File: config.mk
export PLATFORM = sky130hd
export DESIGN_NAME = btks_ctrl
export DESIGN_NICKNAME = d
export VERILOG_FILES = /design/src/rtl/btks_pkg.sv /design/src/rtl/btks_ctrl.sv
export SDC_FILE = /design/constraint.sdc
export NUM_CORES = 1
export LEC_CHECK = 0
export BUFFER_PORTS_ARGS = -buffer_cell sky130_fd_sc_hd__buf_2
export CORE_ASPECT_RATIO = 0.75
export CORE_MARGIN = 5
export CORE_UTILIZATION = 41
export DETAILED_ROUTE_END_ITERATION = 6
export PLACE_DENSITY = 0.75
export SLEW_MARGIN = 20
export SYNTH_ARGS = -nofsm -noshare
export SYNTH_HDL_FRONTEND = slang
export SYNTH_SLANG_ARGS = --single-unit
File: constraint.sdc
create_clock -name clock -period 1.29 [get_ports clock]
set_input_delay 0 -clock clock [delete_from_list [all_inputs] [get_ports clock]]
set_output_delay 0 -clock clock [all_outputs]
set_load 0.005 [all_outputs]
File: src/rtl/btks_pkg.sv
package btks_pkg;

   localparam int SCORE_W     = 32;
   localparam int TIE_W       = 64;
   localparam int SEQ_W       = 32;
   localparam int REF_FIELD_W = 32;
   localparam int OUTCOME_W   = 3;
   localparam int BW_W        = 7;
   localparam int CSR_IDX_W   = 2;
   localparam int CSR_DATA_W  = 7;

   localparam int REQ_SCORE_LSB = 0;
   localparam int REQ_TIE_LSB   = REQ_SCORE_LSB + SCORE_W;
   localparam int REQ_REF_LSB   = REQ_TIE_LSB + TIE_W;
   localparam int REQ_DATA_W    = REQ_REF_LSB + REF_FIELD_W;
   localparam int REQ_USER_W    = 1;
   localparam int RSP_DATA_W    = REF_FIELD_W + SCORE_W;

   localparam logic [SEQ_W-1:0] SEQ_MAX  = '1;
   localparam logic [BW_W-1:0]  BW_RESET = 7'd64;

   localparam logic CMD_INSERT = 1'b0;
   localparam logic CMD_DRAIN  = 1'b1;

   typedef enum logic [OUTCOME_W-1:0] {
      OUT_ACCEPT = 3'd0,
      OUT_REJECT = 3'd1,
      OUT_EVICT  = 3'd2,
      OUT_DRAIN  = 3'd3,
      OUT_EMPTY  = 3'd4
   } outcome_type;

   typedef enum logic [CSR_IDX_W-1:0] {
      CSR_PREFER_HIGHER  = 2'd0,
      CSR_RANDOMIZE_TIES = 2'd1,
      CSR_BEAM_WIDTH     = 2'd2
   } csr_index_type;

   typedef enum logic [1:0] {
      RD_WORST,
      RD_IDX,
      RD_SH_PREV
   } rd_sel_type;

   typedef enum logic [1:0] {
      SRC_NEW,
      SRC_EVICT,
      SRC_RD,
      SRC_ZERO
   } out_src_type;

   typedef struct packed {
      logic        load_item;
      logic        arrival_inc;
      logic        arrival_clear;
      logic        rd_en;
      rd_sel_type  rd_sel;
      logic        wr_new;
      logic        wr_shift;
      logic        idx_clear;
      logic        idx_inc;
      logic        sh_load;
      logic        sh_evict;
      logic        sh_dec;
      logic        ev_capture;
      logic        fill_inc;
      logic        fill_clear;
      logic        out_load;
      out_src_type out_src;
      outcome_type out_code;
      logic        out_last;
   } dp_cmd_type;

   typedef struct packed {
      logic full;
      logic fill_zero;
      logic idx_at_fill;
      logic idx_at_last;
      logic sh_at_idx;
      logic new_before_rd;
      logic rd_before_new;
      logic out_free;
   } dp_status_type;

   // true when candidate a ranks strictly ahead of candidate b
   function automatic logic ranks_before(
      input logic                      prefer_higher,
      input logic                      randomize_ties,
      input logic signed [SCORE_W-1:0] sa,
      input logic        [TIE_W-1:0]   ta,
      input logic        [SEQ_W-1:0]   qa,
      input logic signed [SCORE_W-1:0] sb,
      input logic        [TIE_W-1:0]   tb,
      input logic        [SEQ_W-1:0]   qb
   );
      logic r;
      if (sa != sb) begin
         r = prefer_higher ? (sa > sb) : (sa < sb);
      end else if (randomize_ties && (ta != tb)) begin
         r = ta < tb;
      end else begin
         r = qa < qb;
      end
      return r;
   endfunction

endpackage

File: src/rtl/btks_ctrl.sv
module btks_ctrl (
   input  logic                   clock,
   input  logic                   reset,
   input  logic                   req_tvalid,
   input  logic                   req_cmd,
   output logic                   req_tready,
   input  btks_pkg::dp_status_type status,
   output btks_pkg::dp_cmd_type    cmd
);
   import btks_pkg::*;

   typedef enum logic [3:0] {
      S_IDLE,
      S_CHK_RD,
      S_CHK_CMP,
      S_SCAN_RD,
      S_SCAN_CMP,
      S_SHF_RD,
      S_SHF_WR,
      S_FIN,
      S_REJ,
      S_DRN_RD,
      S_DRN_OUT,
      S_EMPTY
   } state_type;

   state_type state_ff, state_in;
   logic      evict_ff, evict_in;

   always_ff @(posedge clock) begin
      if (reset) begin
         state_ff <= S_IDLE;
         evict_ff <= 1'b0;
      end else begin
         state_ff <= state_in;
         evict_ff <= evict_in;
      end
   end

   always_comb begin
      cmd        = '0;
      state_in   = state_ff;
      evict_in   = evict_ff;
      req_tready = (state_ff == S_IDLE);
      unique case (state_ff)
         S_IDLE: begin
            if (req_tvalid) begin
               cmd.load_item = 1'b1;
               cmd.idx_clear = 1'b1;
               if (req_cmd == CMD_DRAIN) begin
                  state_in = status.fill_zero ? S_EMPTY : S_DRN_RD;
               end else begin
                  cmd.arrival_inc = 1'b1;
                  evict_in        = 1'b0;
                  if (status.full) begin
                     state_in = S_CHK_RD;
                  end else begin
                     cmd.sh_load = 1'b1;
                     state_in    = S_SCAN_RD;
                  end
               end
            end
         end
         S_CHK_RD: begin
            cmd.rd_en  = 1'b1;
            cmd.rd_sel = RD_WORST;
            state_in   = S_CHK_CMP;
         end
         S_CHK_CMP: begin
            if (!status.new_before_rd) begin
               state_in = S_REJ;
            end else begin
               cmd.ev_capture = 1'b1;
               cmd.sh_load    = 1'b1;
               cmd.sh_evict   = 1'b1;
               evict_in       = 1'b1;
               state_in       = S_SCAN_RD;
            end
         end
         S_SCAN_RD: begin
            if (status.idx_at_fill) begin
               state_in = S_SHF_RD;
            end else begin
               cmd.rd_en  = 1'b1;
               cmd.rd_sel = RD_IDX;
               state_in   = S_SCAN_CMP;
            end
         end
         S_SCAN_CMP: begin
            if (status.rd_before_new) begin
               cmd.idx_inc = 1'b1;
               state_in    = S_SCAN_RD;
            end else begin
               state_in = S_SHF_RD;
            end
         end
         S_SHF_RD: begin
            if (status.sh_at_idx) begin
               cmd.wr_new   = 1'b1;
               cmd.fill_inc = !evict_ff;
               state_in     = S_FIN;
            end else begin
               cmd.rd_en  = 1'b1;
               cmd.rd_sel = RD_SH_PREV;
               state_in   = S_SHF_WR;
            end
         end
         S_SHF_WR: begin
            cmd.wr_shift = 1'b1;
            cmd.sh_dec   = 1'b1;
            state_in     = S_SHF_RD;
         end
         S_FIN: begin
            if (status.out_free) begin
               cmd.out_load = 1'b1;
               cmd.out_src  = evict_ff ? SRC_EVICT : SRC_NEW;
               cmd.out_code = evict_ff ? OUT_EVICT : OUT_ACCEPT;
               cmd.out_last = 1'b1;
               state_in     = S_IDLE;
            end
         end
         S_REJ: begin
            if (status.out_free) begin
               cmd.out_load = 1'b1;
               cmd.out_src  = SRC_NEW;
               cmd.out_code = OUT_REJECT;
               cmd.out_last = 1'b1;
               state_in     = S_IDLE;
            end
         end
         S_DRN_RD: begin
            cmd.rd_en  = 1'b1;
            cmd.rd_sel = RD_IDX;
            state_in   = S_DRN_OUT;
         end
         S_DRN_OUT: begin
            if (status.out_free) begin
               cmd.out_load = 1'b1;
               cmd.out_src  = SRC_RD;
               cmd.out_code = OUT_DRAIN;
               cmd.out_last = status.idx_at_last;
               if (status.idx_at_last) begin
                  cmd.fill_clear    = 1'b1;
                  cmd.arrival_clear = 1'b1;
                  state_in          = S_IDLE;
               end else begin
                  cmd.idx_inc = 1'b1;
                  state_in    = S_DRN_RD;
               end
            end
         end
         S_EMPTY: begin
            if (status.out_free) begin
               cmd.out_load      = 1'b1;
               cmd.out_src       = SRC_ZERO;
               cmd.out_code      = OUT_EMPTY;
               cmd.out_last      = 1'b1;
               cmd.arrival_clear = 1'b1;
               state_in          = S_IDLE;
            end
         end
         default: begin
            state_in = S_IDLE;
         end
      endcase
   end

endmodule

==> results.sh <==
export IMPL_nFillCells=74
export IMPL_p_clk_frac=0.068
export IMPL_power_leakage_nw=0.7523
export IMPL_dp_hpwl_um=1978
export IMPL_final_nets=197
export IMPL_drt_initial_drc_count=120
export IMPL_pwr_share_seq=0.125
export IMPL_cp_end_kind="primary output"
export IMPL_vias=1249
export IMPL_cts_sinks=5
export IMPL_row_count=13
export IMPL_grt_pass1_vias=1123
export IMPL_min_path_type="primary input to flip-flop"
export IMPL_violations="setup timing"
export IMPL_ys_flop_type="dfxtp_1"
export IMPL_viasPerCell=6.063
export IMPL_final_common_cell="buf_2"
export IMPL_synth_seq_cells=5
export IMPL_finalHoldViolations=0
export IMPL_ys_seq_area_frac=0.1338
export IMPL_wl_um=4234
export IMPL_cap_violations=0
export IMPL_synth_area_sq_um=748.2
export IMPL_mostFrequentLayoutCells="buf_2 (32), buf_4 (28), buf_6 (18), nor2_1 (7)"
export IMPL_synth_edff_count=0
export IMPL_drive_gt1_frac=0.6902
export IMPL_cell_internal_pwr_mw=1.552
export IMPL_drcViolationCount=0
export IMPL_finalMaxSlewViolations=0
export IMPL_cts_tree="done"
export IMPL_grt_setup_unrepaired="yes"
export IMPL_switching_share=0.4475
export IMPL_finalPower_mw=2.809
export IMPL_cts_buffer_depth=2
export IMPL_r2r_slack_ns=-0.14
export IMPL_critical_path_arrival_ns=1.54
export IMPL_min_period_over_period=1.193
export IMPL_relSlewSlack=0.8333
export IMPL_status="finished, violations left"
export IMPL_clock_skew_ns=0.01041
export IMPL_tightestPinTransition_ns=0.2495
export IMPL_gp_congestion=0.8752
export IMPL_grt_pass1_wl_um=5264
export IMPL_dr_pass1_iters=4
export IMPL_ioPinCount=36
export IMPL_switchingPower_mw=1.257
export IMPL_port_buffers=35
export IMPL_clkTransAtPathRegs_ns=0.05
export IMPL_htreeDepth=1
export IMPL_dp_cells=175
export IMPL_synth_avg_cell_area_sq_um=6.864
export IMPL_fin_ws_ns=-0.2490
export IMPL_start_util=0.4299
export IMPL_combPwrFrac=0.807
export IMPL_antenna_found_initial=0
export IMPL_area_growth_pct=107.7
export IMPL_die_x_um=59.33
export IMPL_antenna_diode_count=0
export IMPL_synth_nets=121
export IMPL_synthArstFlopShare=0
export IMPL_required_ns=1.29
export IMPL_worst_setup_path_type="flip-flop to primary output"
export IMPL_period_needed_ns=1.539
export IMPL_grt_overflow_total=0
export IMPL_startpoint_type="flip-flop"
export IMPL_stdcell_count=206
export IMPL_setup_viol=23
export IMPL_clk_latency_ns=0.25
export IMPL_die_area_sq_um=2788
export IMPL_core_sq_um=1740
export IMPL_syn_inst=109
export IMPL_yosysWarnings=0
export IMPL_grt_use_total=0.2501
export IMPL_synth_cell_type_count=46
export IMPL_grt_max_degree=9
export IMPL_powerDensity_nw_per_um2=1808
export IMPL_fmax_mhz=649.8
export IMPL_numCtsBuffers=3
export IMPL_vdd_drop_max_mv=1.375
export IMPL_wl_per_cell_um=20.55
export IMPL_cts_root_buf="clkbuf_4"
export IMPL_die_h_um=47.00
export IMPL_crit_path_max_fanout=5
export IMPL_ant_nets=0
[flip-flops by register name, summed over array words and instances, names as in the netlist]
name and flops:
evict_ff 1, state_ff 4
[worst paths after layout]
path                from           to  cells after the start
max          state_ff[2]       cmd[0]                      7
min            status[1]  state_ff[2]                      3
max reg2reg  state_ff[1]  state_ff[1]                      5
min reg2reg     evict_ff     evict_ff                      2
[cell type report]
type | count | area, sq um | share of cell area
timing repair buffer | 82 | 633.1 | 0.4074
sequential | 5 | 115.1 | 0.07407
multi-input combinational | 87 | 726.9 | 0.4678
tap | 22 | 27.53 | 0.01771
clock buffer | 4 | 26.28 | 0.01691
inverter | 6 | 25.02 | 0.01610
[synth_stat cells, drive strengths merged, types with 2 or more instances]
master,number,area [sq um]
nor2,16,67.57
nor2b,10,70.06
buf,9,80.07
a21oi,8,40.04
nand2,7,28.78
inv,6,22.52
nor3,6,30.03
dfxtp,5,100.1
o21ai,5,25.02
nand3,4,20.02
and3,3,20.02
nand2b,3,21.27
a22o,2,17.52
a32o,2,20.02
and2,2,13.77
clkbuf,2,11.26
nor3b,2,15.01
[metrics by stage]
step / setup slack [ns] / util / instance area [sq um] / hold WS [ns] / TNS (ns)
CTS: -0.1699 / 0.7534 / 1311 / 0.1853 / -1.426
detailed placement: -0.1570 / 0.5873 / 1022 / 0.2497 / -0.4616
finish: -0.2490 / 0.8929 / 1554 / 0.2249 / -2.904
global placement: -0.07932 / 0.5873 / 1022 / 0.2460 / -0.2544
global route: -0.3094 / 0.8929 / 1554 / 0.2103 / -4.050
floorplan: 0.0009039 / - / 748.2 / 0.02998 / 0
[power groups by stage]
stage	logic, mW	registers, mW	clock network [mW]
2_1_floorplan	0.855	0.238	0
3_3_place_gp	1.20	0.301	0
3_5_place_dp	1.22	0.306	0
4_1_cts	1.74	0.311	0.184
5_1_grt	2.39	0.356	0.213
6_report	2.27	0.351	0.191
[layer usage]
metal | global-route usage | up-vias | part of all wire
met5 | 0 | - | 0
met4 | 0.08145 | 0 | 0.039
met3 | 0.06044 | 22 | 0.11
met2 | 0.4161 | 107 | 0.45
met1 | 0.3220 | 585 | 0.40
li1 | - | 535 | -
[critical path, stage by stage, from the launching register on]
cell     delay, ns
dfxtp_4       0.37
buf_6         0.12
buf_12        0.12
buf_4         0.15
xor2_1        0.16
nand3_1       0.11
a21oi_1       0.13
buf_2         0.13
[logic make-up (layout without fill, tap and decap cells)]
logic type	count (synthesis)	count (layout)	share of synthesized area
AOI/OAI and AO/OA	31	31	0.2927
DFF	5	5	0.1338
and+or+nand+nor	55	55	0.4097
buffers and inverters	17	92	0.1522
xor gates and xnor gates	1	1	0.01171
[repair_timing]
| item | CTS | global route |
|---|---|---|
| pin swaps | 14 | 14 |
| buffers inserted | 17 | 10 |
| hold endpoints to repair | 1 | 0 |
| hold buffers | 1 | 0 |
| gates resized for setup | 36 | 39 |
| setup endpoints to repair | 28 | 28 |
(Power assumes the default switching activity.)
